<file path="config.mk">
export PLATFORM = sky130hd
export DESIGN_NAME = cidt_ctrl
export DESIGN_NICKNAME = d
export VERILOG_FILES = /design/src/rtl/cidt_pkg.sv /design/src/rtl/cidt_ctrl.sv
export SDC_FILE = /design/constraint.sdc
export NUM_CORES = 1
export LEC_CHECK = 0
export BUFFER_PORTS_ARGS = -buffer_cell sky130_fd_sc_hd__buf_4
export CAP_MARGIN = 20
export CORE_AREA = 2 2 39 41
export DETAILED_ROUTE_END_ITERATION = 10
export DIE_AREA = 0 0 41 43
export GPL_ROUTABILITY_DRIVEN = 0
export PLACE_DENSITY = 0.41
export SKIP_CTS_REPAIR_TIMING = 1
export SYNTH_ARGS = -nofsm -noshare
export SYNTH_HDL_FRONTEND = slang
export SYNTH_SLANG_ARGS = --single-unit
</file>
<file path="constraint.sdc">
create_clock -name clk -period 1.6 [get_ports clk]
set_clock_uncertainty 0.15 [all_clocks]
set_input_delay 0.32 -clock clk [delete_from_list [all_inputs] [get_ports clk]]
set_output_delay 0.32 -clock clk [all_outputs]
set_load 0.01 [all_outputs]
</file>
<file path="src/rtl/cidt_pkg.sv">
// Shared constants, codes and transaction types for the CAN ID dispatch table.
package cidt_pkg;

    // Table geometry
    localparam int STD_ENTRIES = 32;
    localparam int EXT_ENTRIES = 16;
    localparam int ID_MAP_SIZE = 2048;

    localparam int MAP_AW    = $clog2(ID_MAP_SIZE);
    localparam int STD_IDX_W = $clog2(STD_ENTRIES);
    localparam int STD_CNT_W = $clog2(STD_ENTRIES + 1);
    localparam int EXT_IDX_W = $clog2(EXT_ENTRIES);
    localparam int EXT_CNT_W = $clog2(EXT_ENTRIES + 1);

    // Field widths
    localparam int ID_W     = 29;
    localparam int BUS_W    = 2;
    localparam int TAG_W    = 16;
    localparam int STATUS_W = 3;
    localparam int INDEX_W  = 5;
    localparam int SLOT_W   = 6;

    // Map entry that holds no slot
    localparam logic [SLOT_W-1:0] MAP_EMPTY = 6'd63;

    // Request kinds
    localparam logic REQ_REGISTER = 1'b0;
    localparam logic REQ_RECEIVE  = 1'b1;

    // Result status codes
    localparam logic [STATUS_W-1:0] STS_REGISTERED  = 3'd0;
    localparam logic [STATUS_W-1:0] STS_TABLE_FULL  = 3'd1;
    localparam logic [STATUS_W-1:0] STS_OUT_OF_RANGE = 3'd2;
    localparam logic [STATUS_W-1:0] STS_DUPLICATE   = 3'd3;
    localparam logic [STATUS_W-1:0] STS_DISPATCH    = 3'd4;
    localparam logic [STATUS_W-1:0] STS_NO_DISPATCH = 3'd5;

    typedef struct packed {
        logic             req_type;
        logic [BUS_W-1:0] bus;
        logic             extended;
        logic [ID_W-1:0]  frame_id;
        logic [ID_W-1:0]  id_mask;
        logic             handler_present;
        logic [TAG_W-1:0] handler_tag;
    } req_t;

    typedef struct packed {
        logic [STATUS_W-1:0] status;
        logic [INDEX_W-1:0]  entry_index;
        logic                entry_extended;
        logic [TAG_W-1:0]    consumer_tag;
        logic                last;
    } rsp_t;

    // Controller to datapath
    typedef struct packed {
        logic clr_step;
        logic capture;
        logic exec_commit;
        logic scan_start;
        logic scan_step;
        logic scan_emit;
        logic final_emit;
    } cmd_t;

    // Datapath to controller
    typedef struct packed {
        logic clr_done;
        logic is_scan;
        logic scan_end;
        logic scan_hit;
        logic pend_valid;
        logic out_free;
    } sts_t;

endpackage

</file>
<file path="src/rtl/cidt_ctrl.sv">
// Sequencing state machine for the CAN ID dispatch table.
module cidt_ctrl (
    input  logic            clk,
    input  logic            rst_n,
    input  logic            req_valid,
    output logic            req_ready,
    input  cidt_pkg::sts_t  sts,
    output cidt_pkg::cmd_t  cmd
);

    localparam logic [2:0] S_CLEAR = 3'd0;
    localparam logic [2:0] S_IDLE  = 3'd1;
    localparam logic [2:0] S_EXEC  = 3'd2;
    localparam logic [2:0] S_SCAN  = 3'd3;
    localparam logic [2:0] S_FINAL = 3'd4;

    logic [2:0] state_reg;
    logic [2:0] state_next;

    always_comb
    begin
        state_next = state_reg;
        cmd        = '0;
        req_ready  = 1'b0;
        unique case (state_reg)
            S_CLEAR:
            begin
                cmd.clr_step = 1'b1;
                if (sts.clr_done)
                begin
                    state_next = S_IDLE;
                end
            end
            S_IDLE:
            begin
                req_ready = 1'b1;
                if (req_valid)
                begin
                    cmd.capture = 1'b1;
                    state_next  = S_EXEC;
                end
            end
            S_EXEC:
            begin
                if (sts.is_scan)
                begin
                    cmd.scan_start = 1'b1;
                    state_next     = S_SCAN;
                end
                else if (sts.out_free)
                begin
                    cmd.exec_commit = 1'b1;
                    state_next      = S_IDLE;
                end
            end
            S_SCAN:
            begin
                if (sts.scan_end)
                begin
                    state_next = S_FINAL;
                end
                else if (sts.scan_hit && sts.pend_valid)
                begin
                    // hold until the output register can take the earlier match
                    if (sts.out_free)
                    begin
                        cmd.scan_step = 1'b1;
                        cmd.scan_emit = 1'b1;
                    end
                end
                else
                begin
                    cmd.scan_step = 1'b1;
                end
            end
            S_FINAL:
            begin
                if (sts.out_free)
                begin
                    cmd.final_emit = 1'b1;
                    state_next     = S_IDLE;
                end
            end
            default:
            begin
                state_next = S_CLEAR;
            end
        endcase
    end

    always_ff @(posedge clk or negedge rst_n)
    begin
        if (!rst_n)
        begin
            state_reg <= S_CLEAR;
        end
        else
        begin
            state_reg <= state_next;
        end
    end

endmodule

</file>
Word-level counts from Yosys, hierarchy flattened
Cells that the tools add are included.

word-level totals
  register bits after elaboration = 3
  output and inout port bits = 8
  word-level logic and storage cells = 31
  input port bits = 9

cells by class
  equality and inequality tests = 7
  reductions and logical operators = 3
  multiplexer cells = 20

operators with widths
  cell                number
  $mux 3              5
  $pmux 3 s5          1
  $mux 1              10
  $mux 2              4
  $eq 3x2->1 const B  2
  $ne 2x2->1 const B  3
  $eq 3x1->1 const B  1
  $eq 3x3->1 const B  1
  $logic_not 3->1     1
  $reduce_and 3->1    1
  $logic_and 1x1->1   1

Depth between registers and ports, before layout
Gate-level depths: netlist of the first run.

  depth after elaboration = 4
  mapped depth = 4
  mapped depth without buffers = 3

Worst setup path before layout of the first run
No wires, ideal clock.

  path kind = reg2out
  start point = reg state_reg[2]
  end point = out cmd[1] (netlist bit)
  path buffers = 0
  cell stages (with the launch flop) = 3
  path slack = 0.084 ns
  arrival time = 1.046 ns
  required time = 1.130 ns
  cells stage by stage = dfrtp_1 nor4bb_2 and4_1

RTL lines
  item                      RTL line         text
  start: declaration        cidt_ctrl.sv:17  logic [2:0] state_reg;
  start signal: assignment  cidt_ctrl.sv:99  state_reg <= state_next;
  end: declaration          cidt_ctrl.sv:8   output cidt_pkg::cmd_t cmd

==> results by group, run 1 <==
Logic synthesis
  – Sequential area share after synthesis: 30.15%
  – Most common library cells after synthesis: nor2_1, dfrtp_1
  – Synth Flop Type: dfrtp_1
  – Netlist cell types: 20
  – Mapped Cells: 29
  – Seq cells post-synth: 3
  – Post-Syn Area: roughly 250 um^2
  – Post-synth EDFFs: 0
  – Synth area leader: dfrtp_1
  – Syn Nets: 38
  – Synth warn: 0
  – Avg Cell Area, Syn: ~8.6 um^2
  – Area contributors post-synth: dfrtp_1, nor4bb_2, nor2_1, and3_1, nor3b_2
  – Count leader, synth: nor2_1
  – Yosys top cell area share: between 30% and 40%
  – Synth async-reset ratio: 100.0%

Route
  – Vias per cell: 4.380
  – First-pass DRT Iterations: 2
  – Total Wirelength: between 700 and 800 um
  – Residual DRC: 0
  – WL per Instance: approximately 11 um
  – Detailed Route Iter0 Violations: 3
  – Vias post-DR: around 310
  – Routed Antenna Nets: 0

GRT
  – GRT Total Usage: under 10%
  – GR Overflow Total: 0
  – Largest net degree at the start of global routing: 9
  – Global-route wire length before repair: 1110 um
  – Vias in the first global route: 291
  – Initial antenna violation count: 0

Worst hold path
  – Hold path cells: 2
  – Hold Crit Class: input port to flip-flop
  – Min-delay src: sts[0]
  – Worst Hold Path EP: state_reg[2]

Die
  – Core area: between 1000 and 1500 um^2
  – Die height: around 43 um
  – Row count: 14
  – I/O pin count: 17
  – Die width: 41 um
  – Die area: between 1500 and 2000 um^2
  – Initial Util: roughly 18%

Timing
  – RSZ-0062 raised after global routing: yes
  – Normalized max-slew margin: approximately four fifths
  – Hold Fails Final Rpt: 0
  – Worst-margin pin slew: between 0.2 and 0.3 ns
  – Total negative slack: -0.7497 ns
  – Hold WS: around 0.16 ns
  – Setup violators final: 7
  – Slack of the critical path: -0.1849 ns
  – Part of the cycle the worst path needs: 111.6%
  – Min Clock Period, post-route: around 1.8 ns
  – Maximum clock frequency: approximately 0.56 GHz
  – Final Slew Violations: 0

Clock tree
  – Later-pin clock latency in the skew report: 0.23 ns
  – CTS max path bufs: 2
  – Num CTS Buffers: 3
  – CTS clock-pin slew for the worst setup and hold paths: about 0.040 ns
  – H-tree levels: 1
  – Clock sinks: 3
  – CTS tree: built
  – Clock root buffer master: clkbuf_4

Final layout
  – Final Cell Area: around 510 um^2
  – Final nets: 65
  – Util after Layout: between 30% and 40%
  – Area Growth Syn to Fin: 103.0%
  – Layout cells sized above 1: about three fifths
  – Number of flip-flops in the largest register: 3
  – Fillers: 153
  – Antenna diode count: 0

Power and ir drop
  – Internal: approximately 490 uW
  – Net load switching power: about 300 uW
  – VDD IR-drop max: about 0.00045 V
  – Gate power share: 64.9%
  – P per Cell Area: ~1600 nW/um^2
  – Leakage: around 0.00025 uW
  – Clock power frac: roughly 17%
  – Flop pwr share: 18.0%
  – Sw frac: ~37%

Setup path
  – R2R Path End: state_reg[0]
  – Crit path DAT: ~1.3 ns
  – Slowest cell on crit path: dfrtp_1
  – Worst path bufs/invs: 1
  – Critical Path Stages: 3
  – Crit-path cells: nor4bb_4 > and4_1 > buf_4
  – Critical path capture point type: primary output
  – Flop2flop setup slack: about 0.21 ns
  – WS Path Type: flip-flop to primary output
  – Startpoint class of the critical path: flip-flop
  – Worst r2r path cells: 4
  – Family with the most delay on the worst path: simple AND/OR/NAND/NOR gates
  – Required time of the critical path: ~1.1 ns
  – Worst r2r src: state_reg[2]
  – CP Max Fanout: 3
  – Slowest stage delay, CP: about 0.4 ns

Status
  – Status: complete, but fails checks
  – Failing checks: setup timing

Job
  – Max-Cap Viols: 0

Place
  – Dpl hpwl: about 570 um
  – Pre-CTS setup slack: -0.05926 ns
  – Placed Area: around 400 um^2
  – # port buffers: 16
==> power groups by stage <==
stage	Sequential [uW]	Clock (uW)	Combinational, uW
finish	141	134	509
CTS	133	136	389
floorplan	141	0	217
global placement	137	0	385
detailed placement	134	0	386
global route	147	141	548
==> cells by family (layout without fill, tap and decap cells) <==
| kind of cell | Yosys count | count (layout) | share of synthesized area (%) |
|---|---|---|---|
| and+or+nand+nor | 16 | 16 | 43.22 |
| AOI/OAI and AO/OA | 7 | 7 | 19.10 |
| DFF | 3 | 3 | 30.15 |
| buffers and inverters | 3 | 29 | 7.538 |
==> placed cells by master (no fill, tap or decap), drive strengths merged, types with 2 or more instances in the layout <==
cell type,n
a21oi,2
and3,2
buf,22
clkbuf,4
dfrtp,3
inv,2
nand2,2
nor2,4
nor3b,2
==> stage by stage <==
stage / total power [uW] / cells
6_report: 784.1 / 71
2_1_floorplan: 357.6 / 29
3_3_place_gp: 522.3 / 64
3_5_place_dp: 519.5 / 64
5_1_grt: 835.8 / 71
4_1_cts: 657.5 / 68
==> layer usage <==
layer  vias up  global-route usage [%]  routed length [um]
met5         -                       0                   0
met4         0                   6.000                  17
met3         2                   1.571                  62
met2        12                   14.06                 370
met1       138                   11.36                 300
li1        159                       -                   -
==> final cells by class <==
| cell class | count | area (um^2) | area share, % |
|---|---|---|---|
| sequential | 3 | 75.07 | 14.85 |
| multi-input combinational | 23 | 197.7 | 39.11 |
| clock buffer | 4 | 26.28 | 5.198 |
| tap | 16 | 20.02 | 3.960 |
| inverter | 2 | 7.507 | 1.485 |
| timing repair buffer | 23 | 178.9 | 35.40 |
==> worst register-to-register path, delay by kind of cell (launching register included) <==
kind | cells | cell delay (ns)
flops | 1 | 0.40
buf+inv | 2 | 0.30
compound gates | 1 | 0.24
simple gates | 1 | 0.17
==> worst max path at each step <==
stage,end,slack (ns),start
2_1_floorplan,cmd[1],0.08,state_reg[2]
3_3_place_gp,cmd[1],0.008,sts[3]
3_5_place_dp,cmd[1],-0.06,sts[3]
4_1_cts,cmd[1],-0.26,state_reg[2]
5_1_grt,cmd[1],-0.27,state_reg[2]
6_report,cmd[1],-0.18,state_reg[2]
(Power assumes the default switching activity.)
==> run 2: changes to the inputs <==
--- a/config.mk
+++ b/config.mk
@@ -5,7 +5,7 @@
 export SDC_FILE = /design/constraint.sdc
 export NUM_CORES = 1
 export LEC_CHECK = 0
-export BUFFER_PORTS_ARGS = -buffer_cell sky130_fd_sc_hd__buf_4
+export BUFFER_PORTS_ARGS = -buffer_cell sky130_fd_sc_hd__buf_2
 export CAP_MARGIN = 20
 export CORE_AREA = 2 2 39 41
 export DETAILED_ROUTE_END_ITERATION = 10
==> run 2 against run 1 <==
The run still ends with setup timing left. Wire length is 1.7% lower. Largest power group unchanged. Worst hold slack improved by 0.049 ns. Combinational power shrank 4.7%. Maximum frequency up 1.5%. Sequential cell count is the same. Cell count up 4.2%.
==> results by group, run 2 (same netlist as run 1, synthesis figures left out) <==
Power and ir drop
  – Clock power frac: 17.2% (was 17.1%)
  – Gate power share: 63.6% (was 64.9%)
  – Flop pwr share: 19.3% (was 18.0%)
  – Internal: 484.2 uW (was 491.3 uW)
  – VDD IR-drop max: 0.0004336 V (was 0.0004463 V)
  – Sw frac: 36.55% (was 37.35%)
  – Net load switching power: 278.9 uW (was 292.8 uW)
  – P per Cell Area: 1556 nW/um^2 (was 1551 nW/um^2)
  – Leakage: 0.0002592 uW (was 0.0002540 uW)
  – Total power: 763.1 uW (was 784.1 uW)

Route
  – Total Wirelength: 737 um (was 750 um)
  – Detailed Route Iter0 Violations: 3 (unchanged)
  – First-pass DRT Iterations: 3 (was 2)
  – Vias per cell: 4.243 (was 4.380)
  – Vias post-DR: 314 (was 311)
  – Routed Antenna Nets: 0 (unchanged)
  – WL per Instance: 9.959 um (was 10.56 um)
  – Residual DRC: 0 (unchanged)

GRT
  – GRT Total Usage: 8.157% (was 9.265%)
  – GR Overflow Total: 0 (unchanged)
  – Vias in the first global route: 232 (was 291)
  – Largest net degree at the start of global routing: 8 (was 9)
  – Global-route wire length before repair: 959 um (was 1110 um)
  – Initial antenna violation count: 0 (unchanged)

Clock tree
  – H-tree levels: 1 (unchanged)
  – Num CTS Buffers: 3 (unchanged)
  – Clock sinks: 3 (unchanged)
  – Clock root buffer master: clkbuf_4 (unchanged)
  – CTS max path bufs: 2 (unchanged)
  – CTS tree: built (unchanged)
  – Later-pin clock latency in the skew report: 0.23 ns (about the same)
  – CTS clock-pin slew for the worst setup and hold paths: 0.04 ns (about the same)

Setup path
  – WS Path Type: flip-flop to primary output (unchanged)
  – Crit path DAT: 1.29 ns (was 1.31 ns)
  – Startpoint class of the critical path: flip-flop (unchanged)
  – CP Max Fanout: 3 (unchanged)
  – Required time of the critical path: 1.13 ns (about the same)
  – Critical path capture point type: primary output (unchanged)

Die
  – Die height: 43 um (unchanged)
  – Core area: 1384 um^2 (unchanged)
  – I/O pin count: 17 (unchanged)
  – Initial Util: 17.99% (unchanged)
  – Row count: 14 (unchanged)
  – Die width: 41 um (unchanged)
  – Die area: 1763 um^2 (unchanged)

Timing
  – Maximum clock frequency: 0.5686 GHz (was 0.5603 GHz)
  – Part of the cycle the worst path needs: 109.9% (was 111.6%)
  – Worst-margin pin slew: 0.2611 ns (was 0.2893 ns)
  – Hold Fails Final Rpt: 0 (unchanged)
  – RSZ-0062 raised after global routing: yes (unchanged)
  – Normalized max-slew margin: 82.57% (was 80.69%)
  – Total negative slack: -0.7156 ns (was -0.7497 ns)
  – Final Slew Violations: 0 (unchanged)
  – Min Clock Period, post-route: 1.759 ns (was 1.785 ns)
  – Slack of the critical path: -0.1586 ns (was -0.1849 ns)
  – Setup violators final: 8 (was 7)

Job
  – Max-Cap Viols: 0 (unchanged)

Status
  – Status: complete, but fails checks (unchanged)
  – Failing checks: setup timing (unchanged)

Final layout
  – Commonest non-fill, non-tap cell in the layout: buf_2 (was buf_4)
  – Final Cell Area: 490.5 um^2 (was 505.5 um^2)
  – Area Growth Syn to Fin: 96.98% (was 103.0%)
  – Antenna diode count: 0 (unchanged)
  – Layout cells sized above 1: 60.34% (was 58.18%)
  – Non-filler cells, final: 74 (was 71)
  – Util after Layout: 35.44% (was 36.53%)
  – Most frequent cells in the layout: buf_2, buf_4, buf_6 (was buf_4, clkbuf_4, dfrtp_1)
  – Final nets: 68 (was 65)
  – Number of flip-flops in the largest register: 3 (unchanged)

Place
  – Dpl hpwl: 531.5 um (was 571.6 um)
  – Placed Area: 375.4 um^2 (was 407.9 um^2)
  – Dpl cells: 65 (was 64)
  – # port buffers: 16 (unchanged)

Worst hold path
  – Hold Crit Class: input port to flip-flop (unchanged)
==> run 2: final timing paths <==
| kind | to | slack (ns) | start | cells after the start |
|---|---|---|---|---|
| setup reg to reg | state_reg[0] | 0.14 | state_reg[2] | 5 |
| hold / removal | state_reg[2] | 0.21 | sts[0] | 2 |
| min in group asynchronous | state_reg[2] | 0.26 | rst_n | 2 |
| setup / recovery | cmd[1] | -0.16 | state_reg[2] | 3 |
| hold reg to reg | state_reg[2] | 0.55 | state_reg[1] | 4 |
| max in group asynchronous | state_reg[0] | 0.92 | rst_n | 2 |
==> run 2: final cells by class <==
type,count,area (um^2)
clock buffers,4,26.28
multi-input cells,23,182.7
repair buffers,26,177.7
fillers,143,893.4
flip-flops and latches,3,76.32
inverters,2,7.507
well taps,16,20.02
==> run 2: through the flow <==
stage / hold WS, ns / setup WS (ns)
2_1_floorplan: -0.1256 / 0.08355
3_3_place_gp: -0.03232 / 0.003424
3_5_place_dp: -0.03092 / -0.01280
4_1_cts: -0.2763 / -0.2327
5_1_grt: 0.2350 / -0.2271
6_report: 0.2102 / -0.1586
==> run 2: critical path, cell delays in order, from the launching register on <==
cell	delay, ns
dfrtp_1	0.40
nor4bb_4	0.32
and4_1	0.22
buf_2	0.12
==> run 2: metal layers <==
layer  GRT usage [%]  up-vias  wire [um]
met3           3.141        0         40
li1                -      168          -
met4           4.000        0          0
met2           9.375       10        339
met5               0        -          0
met1           12.66      136        358
==> run 2: power groups by stage <==
stage                     clock network, uW  registers [uW]  logic, uW
final                                   131             147        485
after global routing                    144             152        528
after CTS                               135             137        364
after detailed placement                  0             138        363
after global placement                    0             140        366
after floorplan                           0             141        217
